===== config.mk =====
export PLATFORM = sky130hd
export DESIGN_NAME = duration_string_parser
export DESIGN_NICKNAME = d
export VERILOG_FILES = /design/src/hdl/dsp_pkg.sv /design/src/hdl/dsp_front.sv /design/src/hdl/dsp_back.sv /design/src/hdl/dsp_out.sv /design/src/hdl/duration_string_parser.sv
export VERILOG_INCLUDE_DIRS = /design/src /design/src/hdl
export SDC_FILE = /design/constraint.sdc
export NUM_CORES = 2
export LEC_CHECK = 0
export BUFFER_PORTS_ARGS = -buffer_cell sky130_fd_sc_hd__buf_4
export CORE_MARGIN = 1.5
export CORE_UTILIZATION = 45
export CTS_CLUSTER_SIZE = 8
export DETAILED_ROUTE_END_ITERATION = 12
export GPL_ROUTABILITY_DRIVEN = 0
export PLACE_DENSITY_LB_ADDON = 0.2
export SETUP_SLACK_MARGIN = 0.05
export SLEW_MARGIN = 20
export SYNTH_ARGS = -nofsm -noshare
export SYNTH_HDL_FRONTEND = slang
export SYNTH_SLANG_ARGS = --single-unit

===== constraint.sdc =====
create_clock -name clk -period 12.1 [get_ports clk]
set_input_delay 2.42 -clock clk [delete_from_list [all_inputs] [get_ports clk]]
set_output_delay 2.42 -clock clk [all_outputs]
set_load 0.05 [all_outputs]

===== src/hdl/duration_string_parser_assert.svh =====
// ----------------------------------------------------------------------------
// duration string parser assertion macros
// concurrent checks sampled on clk, disabled while arst_n is low
// ----------------------------------------------------------------------------
`ifndef DURATION_STRING_PARSER_ASSERT_SVH
`define DURATION_STRING_PARSER_ASSERT_SVH

// same-cycle implication
`define DSP_ASSERT_NOW(lbl, ant, cons, msg) \
	lbl: assert property (@(posedge clk) disable iff (!arst_n) (ant) |-> (cons)) \
		else $error(msg);

// next-cycle implication
`define DSP_ASSERT_NXT(lbl, ant, cons, msg) \
	lbl: assert property (@(posedge clk) disable iff (!arst_n) (ant) |=> (cons)) \
		else $error(msg);

`endif


===== src/hdl/dsp_pkg.sv =====
// ----------------------------------------------------------------------------
// dsp_pkg
// shared types, constants and helper functions of the duration string parser
// ----------------------------------------------------------------------------
`timescale 1ns / 1ps
`default_nettype none

package dsp_pkg;

	typedef logic [30:0] sec_t;
	typedef logic [25:0] min_t;

	localparam sec_t SEC_MAX = 31'h7FFF_FFFF;

	localparam int unsigned QDEPTH = 4;
	localparam int unsigned QPTR_W = 2;
	localparam int unsigned QCNT_W = 3;

	// floor(x / 60) = (x * MIN_RECIP) >> MIN_SHIFT for x below 2**31
	localparam logic [31:0] MIN_RECIP = 32'd2290649225;
	localparam int unsigned MIN_SHIFT = 37;

	localparam logic [7:0] CH_END   = 8'h00;
	localparam logic [7:0] CH_TAB   = 8'h09;
	localparam logic [7:0] CH_SPACE = 8'h20;
	localparam logic [7:0] CH_ZERO  = 8'h30;
	localparam logic [7:0] CH_NINE  = 8'h39;
	localparam logic [7:0] CH_UP_A  = 8'h41;
	localparam logic [7:0] CH_UP_Z  = 8'h5A;
	localparam logic [7:0] CH_CASE  = 8'h20;
	localparam logic [7:0] CH_D     = 8'h64;
	localparam logic [7:0] CH_H     = 8'h68;
	localparam logic [7:0] CH_M     = 8'h6D;
	localparam logic [7:0] CH_S     = 8'h73;

	localparam logic [16:0] MULT_DAY  = 17'd86400;
	localparam logic [16:0] MULT_HOUR = 17'd3600;
	localparam logic [16:0] MULT_MIN  = 17'd60;
	localparam logic [16:0] MULT_SEC  = 17'd1;

	typedef enum logic [2:0] {
		K_BLANK,
		K_DIGIT,
		K_UNIT,
		K_OTHER,
		K_END
	} kind_t;

	typedef enum logic [1:0] {
		U_DAY,
		U_HOUR,
		U_MIN,
		U_SEC
	} unit_t;

	typedef enum logic [2:0] {
		PH_EXPECT,
		PH_NUMBER,
		PH_AFTER,
		PH_TAIL,
		PH_FAIL
	} phase_t;

	typedef enum logic [1:0] {
		ST_OK,
		ST_SYNTAX,
		ST_OVERFLOW
	} status_t;

	typedef struct packed {
		kind_t      kind;
		logic [3:0] digit;
		unit_t      unit;
	} token_t;

	typedef struct packed {
		status_t status;
		sec_t    seconds;
	} result_t;

	function automatic token_t classify(input logic [7:0] c);
		token_t     t;
		logic [7:0] lc;
		t.kind  = K_OTHER;
		t.digit = c[3:0];
		t.unit  = U_SEC;
		lc      = (c inside {[CH_UP_A:CH_UP_Z]}) ? (c | CH_CASE) : c;
		if (c == CH_END) begin
			t.kind = K_END;
		end else if (c == CH_SPACE || c == CH_TAB) begin
			t.kind = K_BLANK;
		end else if (c inside {[CH_ZERO:CH_NINE]}) begin
			t.kind = K_DIGIT;
		end else begin
			case (lc)
				CH_D: begin
					t.kind = K_UNIT;
					t.unit = U_DAY;
				end
				CH_H: begin
					t.kind = K_UNIT;
					t.unit = U_HOUR;
				end
				CH_M: begin
					t.kind = K_UNIT;
					t.unit = U_MIN;
				end
				CH_S: begin
					t.kind = K_UNIT;
					t.unit = U_SEC;
				end
				default: begin
					t.kind = K_OTHER;
				end
			endcase
		end
		return t;
	endfunction

	function automatic logic [16:0] unit_mult(input unit_t u);
		logic [16:0] m;
		case (u)
			U_DAY:   m = MULT_DAY;
			U_HOUR:  m = MULT_HOUR;
			U_MIN:   m = MULT_MIN;
			U_SEC:   m = MULT_SEC;
			default: m = MULT_SEC;
		endcase
		return m;
	endfunction

endpackage

`default_nettype wire


===== src/hdl/dsp_front.sv =====
// ----------------------------------------------------------------------------
// dsp_front
// accepts characters, classifies them and queues the tokens for the back end
// ----------------------------------------------------------------------------
`timescale 1ns / 1ps
`default_nettype none

module dsp_front (
	input  wire logic            clk,
	input  wire logic            arst_n,
	input  wire logic [7:0]      ch,
	input  wire logic            in_valid,
	output logic                 in_stall,
	output dsp_pkg::token_t      q_tok,
	output logic                 q_vld,
	input  wire logic            q_pop
);

	dsp_pkg::token_t                 mem_q [dsp_pkg::QDEPTH];
	logic [dsp_pkg::QPTR_W-1:0]      wr_ptr_q;
	logic [dsp_pkg::QPTR_W-1:0]      rd_ptr_q;
	logic [dsp_pkg::QCNT_W-1:0]      cnt_q;
	logic                            push;
	logic                            pop;

	assign in_stall = (cnt_q == dsp_pkg::QCNT_W'(dsp_pkg::QDEPTH));
	assign q_vld    = (cnt_q != '0);
	assign push     = in_valid && !in_stall;
	assign pop      = q_pop && q_vld;
	assign q_tok    = mem_q[rd_ptr_q];

	always_ff @(posedge clk) begin
		if (push) begin
			mem_q[wr_ptr_q] <= dsp_pkg::classify(ch);
		end
	end

	always_ff @(posedge clk or negedge arst_n) begin
		if (!arst_n) begin
			wr_ptr_q <= '0;
			rd_ptr_q <= '0;
			cnt_q    <= '0;
		end else begin
			if (push) begin
				wr_ptr_q <= wr_ptr_q + 1'b1;
			end
			if (pop) begin
				rd_ptr_q <= rd_ptr_q + 1'b1;
			end
			if (push && !pop) begin
				cnt_q <= cnt_q + 1'b1;
			end else if (pop && !push) begin
				cnt_q <= cnt_q - 1'b1;
			end
		end
	end

endmodule

`default_nettype wire


===== src/hdl/dsp_back.sv =====
// ----------------------------------------------------------------------------
// dsp_back
// parse state machine with scaled product, then total accumulation
// ----------------------------------------------------------------------------
`timescale 1ns / 1ps
`default_nettype none

module dsp_back (
	input  wire logic            clk,
	input  wire logic            arst_n,
	input  wire dsp_pkg::token_t tok,
	input  wire logic            tok_vld,
	output logic                 tok_pop,
	input  wire logic            adv,
	output logic                 res_vld,
	output dsp_pkg::result_t     res
);

	// stage 1 parse state
	dsp_pkg::phase_t  phase_q, phase_d;
	dsp_pkg::sec_t    cur_q, cur_d;
	logic             unit_seen_q, unit_seen_d;
	logic             num_ovf_q, num_ovf_d;
	logic             add;
	logic             fail;
	logic             is_end;
	logic [16:0]      mult;
	logic [34:0]      next_num;
	logic [47:0]      prod_full;

	// stage 2 accumulate
	logic             vld_s2;
	logic             end_s2;
	logic             fail_s2;
	logic             novf_s2;
	logic             add_s2;
	dsp_pkg::sec_t    prod_s2;
	logic             pov_s2;
	dsp_pkg::sec_t    total_q;
	logic             tovf_q;
	logic [31:0]      sum;
	logic             sum_ov;
	dsp_pkg::sec_t    tot_new;
	logic             tovf_new;
	dsp_pkg::result_t res_d;

	// stage 3 result
	logic             vld_s3;
	dsp_pkg::result_t res_s3;

	assign tok_pop   = adv && tok_vld;
	assign next_num  = 35'({cur_q, 3'b000}) + 35'({cur_q, 1'b0}) + 35'(tok.digit);
	assign prod_full = 48'(cur_q) * 48'(mult);

	always_comb begin
		phase_d     = phase_q;
		cur_d       = cur_q;
		unit_seen_d = unit_seen_q;
		num_ovf_d   = num_ovf_q;
		add         = 1'b0;
		fail        = 1'b0;
		is_end      = 1'b0;
		mult        = dsp_pkg::unit_mult(tok.unit);
		if (tok.kind == dsp_pkg::K_END) begin
			is_end      = 1'b1;
			mult        = dsp_pkg::MULT_MIN;
			phase_d     = dsp_pkg::PH_EXPECT;
			cur_d       = '0;
			unit_seen_d = 1'b0;
			num_ovf_d   = 1'b0;
			case (phase_q)
				dsp_pkg::PH_EXPECT: begin
					fail = !unit_seen_q;
				end
				dsp_pkg::PH_NUMBER, dsp_pkg::PH_AFTER: begin
					fail = unit_seen_q;
					add  = !unit_seen_q;
				end
				dsp_pkg::PH_TAIL: begin
					fail = 1'b0;
				end
				default: begin
					fail = 1'b1;
				end
			endcase
		end else begin
			case (phase_q)
				dsp_pkg::PH_EXPECT: begin
					if (tok.kind == dsp_pkg::K_DIGIT) begin
						cur_d   = 31'(tok.digit);
						phase_d = dsp_pkg::PH_NUMBER;
					end else if (tok.kind != dsp_pkg::K_BLANK) begin
						phase_d = unit_seen_q ? dsp_pkg::PH_TAIL : dsp_pkg::PH_FAIL;
					end
				end
				dsp_pkg::PH_NUMBER: begin
					case (tok.kind)
						dsp_pkg::K_DIGIT: begin
							if (next_num > 35'(dsp_pkg::SEC_MAX)) begin
								num_ovf_d = 1'b1;
								cur_d     = dsp_pkg::SEC_MAX;
							end else begin
								cur_d = next_num[30:0];
							end
						end
						dsp_pkg::K_BLANK: begin
							phase_d = dsp_pkg::PH_AFTER;
						end
						dsp_pkg::K_UNIT: begin
							add         = 1'b1;
							cur_d       = '0;
							unit_seen_d = 1'b1;
							phase_d     = dsp_pkg::PH_EXPECT;
						end
						default: begin
							phase_d = dsp_pkg::PH_FAIL;
						end
					endcase
				end
				dsp_pkg::PH_AFTER: begin
					if (tok.kind == dsp_pkg::K_UNIT) begin
						add         = 1'b1;
						cur_d       = '0;
						unit_seen_d = 1'b1;
						phase_d     = dsp_pkg::PH_EXPECT;
					end else if (tok.kind != dsp_pkg::K_BLANK) begin
						phase_d = dsp_pkg::PH_FAIL;
					end
				end
				dsp_pkg::PH_TAIL: begin
					phase_d = dsp_pkg::PH_TAIL;
				end
				default: begin
					phase_d = dsp_pkg::PH_FAIL;
				end
			endcase
		end
	end

	always_ff @(posedge clk or negedge arst_n) begin
		if (!arst_n) begin
			phase_q     <= dsp_pkg::PH_EXPECT;
			cur_q       <= '0;
			unit_seen_q <= 1'b0;
			num_ovf_q   <= 1'b0;
		end else if (tok_pop) begin
			phase_q     <= phase_d;
			cur_q       <= cur_d;
			unit_seen_q <= unit_seen_d;
			num_ovf_q   <= num_ovf_d;
		end
	end

	always_ff @(posedge clk or negedge arst_n) begin
		if (!arst_n) begin
			vld_s2 <= 1'b0;
		end else if (adv) begin
			vld_s2 <= tok_pop;
		end
	end

	always_ff @(posedge clk) begin
		if (tok_pop) begin
			end_s2  <= is_end;
			fail_s2 <= fail;
			novf_s2 <= num_ovf_q;
			add_s2  <= add;
			pov_s2  <= (prod_full > 48'(dsp_pkg::SEC_MAX));
			prod_s2 <= (prod_full > 48'(dsp_pkg::SEC_MAX)) ? dsp_pkg::SEC_MAX
				: prod_full[30:0];
		end
	end

	always_comb begin
		sum      = 32'(total_q) + 32'(prod_s2);
		sum_ov   = pov_s2 || sum[31];
		tot_new  = total_q;
		tovf_new = tovf_q;
		if (add_s2) begin
			tot_new  = sum_ov ? dsp_pkg::SEC_MAX : sum[30:0];
			tovf_new = tovf_q || sum_ov;
		end
		if (fail_s2) begin
			res_d.status = dsp_pkg::ST_SYNTAX;
		end else if (tovf_new || novf_s2) begin
			res_d.status = dsp_pkg::ST_OVERFLOW;
		end else begin
			res_d.status = dsp_pkg::ST_OK;
		end
		res_d.seconds = (res_d.status == dsp_pkg::ST_OK) ? tot_new : '0;
	end

	always_ff @(posedge clk or negedge arst_n) begin
		if (!arst_n) begin
			total_q <= '0;
			tovf_q  <= 1'b0;
			vld_s3  <= 1'b0;
		end else if (adv) begin
			vld_s3 <= vld_s2 && end_s2;
			if (vld_s2) begin
				total_q <= end_s2 ? '0 : tot_new;
				tovf_q  <= end_s2 ? 1'b0 : tovf_new;
			end
		end
	end

	always_ff @(posedge clk) begin
		if (adv && vld_s2 && end_s2) begin
			res_s3 <= res_d;
		end
	end

	assign res_vld = vld_s3;
	assign res     = res_s3;

endmodule

`default_nettype wire


===== src/hdl/dsp_out.sv =====
// ----------------------------------------------------------------------------
// dsp_out
// minutes by reciprocal multiply and the output register
// ----------------------------------------------------------------------------
`timescale 1ns / 1ps
`default_nettype none

module dsp_out (
	input  wire logic             clk,
	input  wire logic             arst_n,
	input  wire logic             res_vld,
	input  wire dsp_pkg::result_t res,
	output logic                  adv,
	output logic                  out_valid,
	input  wire logic             out_stall,
	output logic [1:0]            status,
	output logic [30:0]           total_seconds,
	output logic [25:0]           total_minutes
);

	logic              vld_q;
	dsp_pkg::status_t  status_q;
	dsp_pkg::sec_t     sec_q;
	dsp_pkg::min_t     min_q;
	logic [62:0]       recip_prod;

	assign adv        = !vld_q || !out_stall;
	assign recip_prod = 63'(res.seconds) * 63'(dsp_pkg::MIN_RECIP);

	always_ff @(posedge clk or negedge arst_n) begin
		if (!arst_n) begin
			vld_q <= 1'b0;
		end else if (adv) begin
			vld_q <= res_vld;
		end
	end

	always_ff @(posedge clk) begin
		if (adv && res_vld) begin
			status_q <= res.status;
			sec_q    <= res.seconds;
			min_q    <= recip_prod[dsp_pkg::MIN_SHIFT +: 26];
		end
	end

	assign out_valid     = vld_q;
	assign status        = status_q;
	assign total_seconds = sec_q;
	assign total_minutes = min_q;

endmodule

`default_nettype wire


===== src/hdl/duration_string_parser.sv =====
// a result passes the token queue, then the stage-2, stage-3 and output registers
// throughput: one character per cycle unless in_stall is high; a four-entry
// token queue lets input continue while a result waits in the output register
// reset: arst_n clears the parse state, running total, queue and stage valids
// ----------------------------------------------------------------------------
// duration_string_parser
// parses duration strings into seconds and minutes with overflow and syntax flags
// ----------------------------------------------------------------------------
`timescale 1ns / 1ps
`default_nettype none

`include "duration_string_parser_assert.svh"

module duration_string_parser (
	input  wire logic        clk,
	input  wire logic        arst_n,
	input  wire logic [7:0]  ch,
	input  wire logic        in_valid,
	output logic             in_stall,
	output logic             out_valid,
	input  wire logic        out_stall,
	output logic [1:0]       status,
	output logic [30:0]      total_seconds,
	output logic [25:0]      total_minutes
);

	dsp_pkg::token_t  q_tok;
	logic             q_vld;
	logic             q_pop;
	logic             adv;
	logic             res_vld;
	dsp_pkg::result_t res;

	dsp_front u_front (
		.clk      (clk),
		.arst_n   (arst_n),
		.ch       (ch),
		.in_valid (in_valid),
		.in_stall (in_stall),
		.q_tok    (q_tok),
		.q_vld    (q_vld),
		.q_pop    (q_pop)
	);

	dsp_back u_back (
		.clk     (clk),
		.arst_n  (arst_n),
		.tok     (q_tok),
		.tok_vld (q_vld),
		.tok_pop (q_pop),
		.adv     (adv),
		.res_vld (res_vld),
		.res     (res)
	);

	dsp_out u_out (
		.clk           (clk),
		.arst_n        (arst_n),
		.res_vld       (res_vld),
		.res           (res),
		.adv           (adv),
		.out_valid     (out_valid),
		.out_stall     (out_stall),
		.status        (status),
		.total_seconds (total_seconds),
		.total_minutes (total_minutes)
	);

	`DSP_ASSERT_NOW(a_err_zero, out_valid && status != 2'(dsp_pkg::ST_OK),
		total_seconds == '0 && total_minutes == '0, "non-ok item carries nonzero totals")
	`DSP_ASSERT_NOW(a_min_match, out_valid,
		(32'(total_minutes) * 32'd60 <= 32'(total_seconds)) &&
		(32'(total_seconds) - 32'(total_minutes) * 32'd60 < 32'd60),
		"minutes do not match seconds")
	`DSP_ASSERT_NXT(a_push_lands, in_valid && !in_stall, q_vld,
		"accepted item missing from queue")

endmodule

`default_nettype wire

==> impl_metrics.ini <==
[clock_tree]
cts.path.max_buffers = 3
clk_transition_reported_paths_ns = 0.05
cts_buffers = 38
tritoncts = yes
ctsResizeCount = 0
clock-sinks = 242
ctsRootBufferMaster = sky130_fd_sc_hd__clkbuf_16
cts_hold_buffers = 0
clkLatencyLatePin_ns = 0.57
htree_levels = 2
cts_post_setup_buffers_inserted = 0

[sta]
setup_viol = 0
rsz_0062_raised_after_global_routing = false
max-slew-margin-rel_pct = 35.18
min_period_over_period_pct = 82.46
timing.final.hold_violations = 0
timing_max_transition_violations_final = 0
max_freq_mhz = 100.2
sum_of_negative_setup_slack_ns = 0
period_needed_ns = 9.977
least_margin_pin_slew_ns = 0.9723
timing.clock.skew_ns = 0.04088

[global_route]
pin_count_of_the_biggest_net_entering_global_routing = 66
grt_util_all_layers_pct = 21.86
antenna_found_initial = 0
globalRoute.totalOverflow = 0
first_pass_grt_wire_length_um = 138700
first_global_vias = 26083

[final_layout]
drive_gt1_share_pct = 5.586
final_nets = 4678
seqCellArea_um2 = 6877
diodes = 0
area_growth_pct = 7.521
nFillCells = 7311
multi_input_comb_area_um2 = 25050

[floorplan]
io-pin-count = 73
rows = 102
core_um2 = 77470
die_area_um2 = 80030
die_x_um = 282.9
start_util_pct = 45.51
die_height_um = 282.9

[synth]
yosys-top-cells-area = sky130_fd_sc_hd__fa_1 (24%), sky130_fd_sc_hd__ha_1 (20%), sky130_fd_sc_hd__edfxtp_1 (14%)
syn-cell-area_um2 = 35250
mappedNetlistNets = 4672
netlist_instances = 3670
avgSynthCellArea_um2 = 9.606
proportion_of_synthesized_chip_area_in_sequential_cells_pct = 19.51
synth_top_flop_cell = sky130_fd_sc_hd__edfxtp_1
synth_edf_count = 164
synthDominantCellAreaShare_pct = 23.96
post-synth-top-area-cell = sky130_fd_sc_hd__fa_1
ys_async_sr_fraction_pct = 32.23
yosys_register_bits = 242
ys_warn_count = 0
synth_cell_type_count = 92

[drt]
drt_first_pass_iters = 7
via_count = 24969
drc = 0
route.detailed.wl_per_inst_um = 17.69
antenna_violating_nets_post_route = 0
drt-total-wl_um = 83930
route.detailed.vias_per_inst = 5.261
drtIter0Drc = 1333

[worst_hold_path]
whs_path_depth = 0
whs_endpoint = u_out.status[1]
hold_class = flop to flop
timing.hold.worst.start = u_back.res[32]

[run_status]
run_status = finished clean

[setup_path]
crit_arrival_ns = 10.23
worst-path-max-fanout = 32
worst_setup_ep_type = flop
rr_endpoint = u_back.prod_s2[14]
worst_r2r_startpoint = u_front.rd_ptr_q[0]
ff2ff_path_depth = 26
critical_path_class = flop to flop
worst-endpoint-required_ns = 12.35
ff2ff_setup_slack_ns = 2.12
crit_path_start_kind = flop

[placement]
post-dp-hpwl_um = 69210
place.port_buffers = 72

[job]
timing.max_cap.violations = 0
==> synth_stat cells (all sizes together), types with 6 or more instances <==
library cell	number
a2111oi	11
a211oi	37
a21o	66
a21oi	173
a221oi	6
a22oi	18
a31o	17
a31oi	19
and2	39
and3	105
and4	10
buf	26
clkbuf	102
dfrtp	78
edfxtp	164
fa	422
ha	568
inv	741
mux4	9
nand2	251
nand2b	27
nand3	65
nand3b	6
nand4	25
nor2	187
nor2b	18
nor3	38
o211ai	25
o21a	16
o21ai	119
o21bai	19
o22ai	6
o31ai	11
or3	8
xnor2	100
xor2	43
==> cell type report <==
cell class	instances	area share (%)
clock inverters	8	0.3598
well taps	1040	3.433
multi-input cells	2558	66.08
flip-flops and latches	242	18.14
inverters	742	7.348
repair buffers	94	1.862
clock buffers	62	2.773
==> placed cells by master (no fill, tap or decap), types with 19 or more instances in the layout <==
cell	synthesis	routed
sky130_fd_sc_hd__nor3_1	37	37
sky130_fd_sc_hd__o211ai_1	23	23
sky130_fd_sc_hd__clkbuf_16	0	38
sky130_fd_sc_hd__xnor2_1	100	100
sky130_fd_sc_hd__o21ai_0	114	114
sky130_fd_sc_hd__nand2_1	250	249
sky130_fd_sc_hd__ha_1	568	567
sky130_fd_sc_hd__nor2_1	187	187
sky130_fd_sc_hd__a31oi_1	19	19
sky130_fd_sc_hd__buf_4	2	94
sky130_fd_sc_hd__dfrtp_1	78	78
sky130_fd_sc_hd__a21oi_1	173	172
sky130_fd_sc_hd__xor2_1	43	43
sky130_fd_sc_hd__clkbuf_1	100	23
sky130_fd_sc_hd__fa_1	422	422
sky130_fd_sc_hd__nand4_1	24	24
sky130_fd_sc_hd__edfxtp_1	164	164
sky130_fd_sc_hd__nand2b_1	27	27
sky130_fd_sc_hd__inv_1	741	741
sky130_fd_sc_hd__a21o_1	66	66
sky130_fd_sc_hd__a211oi_1	37	37
sky130_fd_sc_hd__and3_1	105	105
sky130_fd_sc_hd__and2_1	36	36
sky130_fd_sc_hd__nand3_1	59	59
==> state kept, by name, summed over array words and instances, names as in the netlist, 2 cells and up <==
register and cells:
u_back.cur_q 31, u_back.phase_q 3, u_back.prod_s2 31, u_back.res 33, u_back.total_q 31, u_front.cnt_q 3
u_front.mem_q 36, u_front.rd_ptr_q 2, u_front.wr_ptr_q 2, u_out.status 2, u_out.total_minutes 26, u_out.total_seconds 31
==> cells by family after synthesis <==
family	count (synthesis)	share of synthesized area, %
AO/OA/AOI/OAI	608	11.46
XOR/XNOR	143	3.553
adder cells (fa/ha/maj)	990	44.12
buffers and inverters	870	9.505
flip-flops	242	19.51
multiplexers	15	0.7560
AND/OR/NAND/NOR	802	11.10
==> metrics by stage <==
| step | util (%) | hold slack [ns] | instance area, um^2 | std cells | setup slack (ns) |
|---|---|---|---|---|---|
| after floorplan | - | 0.4003 | 35250 | 3670 | 3.686 |
| after global placement | 47.39 | 0.4077 | 36710 | 4676 | 2.361 |
| after detailed placement | 47.39 | 0.4273 | 36710 | 4676 | 2.198 |
| after CTS | 48.93 | 0.4397 | 37900 | 4746 | 2.136 |
| after global routing | 48.93 | 0.4389 | 37900 | 4746 | 1.563 |
| final | 48.93 | 0.4332 | 37900 | 4746 | 2.123 |
==> worst max path at each step <==
stage,slack (ns),end,from,cells past startpoint
2_1_floorplan,3.69,u_back.prod_s2[5],u_front.rd_ptr_q[0],33
3_3_place_gp,2.36,u_back.prod_s2[5],u_front.rd_ptr_q[0],26
3_5_place_dp,2.20,u_back.prod_s2[20],u_front.rd_ptr_q[0],26
4_1_cts,2.14,u_back.prod_s2[14],u_front.rd_ptr_q[0],26
5_1_grt,1.56,u_back.prod_s2[14],u_front.rd_ptr_q[0],28
6_report,2.12,u_back.prod_s2[14],u_front.rd_ptr_q[0],26
==> metal layers <==
metal	vias up	share of wire [%]	GRT usage (%)
li1	12264	-	-
met1	12048	44	28.04
met2	526	49	38.49
met3	131	3.7	2.174
met4	0	3.3	7.350
met5	-	0	0
==> critical path, stage by stage (launching register included) <==
cell and delay (ns):
sky130_fd_sc_hd__dfrtp_1 0.74, sky130_fd_sc_hd__mux4_2 0.64, sky130_fd_sc_hd__inv_1 0.10, sky130_fd_sc_hd__ha_1 0.52, sky130_fd_sc_hd__and2_1 0.87, sky130_fd_sc_hd__nand2_1 0.27
sky130_fd_sc_hd__fa_1 0.54, sky130_fd_sc_hd__fa_1 0.52, sky130_fd_sc_hd__inv_1 0.05, sky130_fd_sc_hd__fa_1 0.48, sky130_fd_sc_hd__fa_1 0.53, sky130_fd_sc_hd__fa_1 0.54
sky130_fd_sc_hd__inv_1 0.05, sky130_fd_sc_hd__fa_1 0.52, sky130_fd_sc_hd__inv_1 0.04, sky130_fd_sc_hd__ha_1 0.40, sky130_fd_sc_hd__a21o_1 0.23, sky130_fd_sc_hd__o21bai_4 0.18
sky130_fd_sc_hd__a311oi_2 0.42, sky130_fd_sc_hd__o221ai_1 0.22, sky130_fd_sc_hd__nor4_2 0.17, sky130_fd_sc_hd__o2111ai_1 0.13, sky130_fd_sc_hd__or4_1 0.49, sky130_fd_sc_hd__nor4_1 0.26
sky130_fd_sc_hd__and4_1 0.22, sky130_fd_sc_hd__buf_4 0.34, sky130_fd_sc_hd__nand3_1 0.14
Power is not shown: default switching activity piles up to over one toggle a cycle in this logic, so the estimate is an artifact.
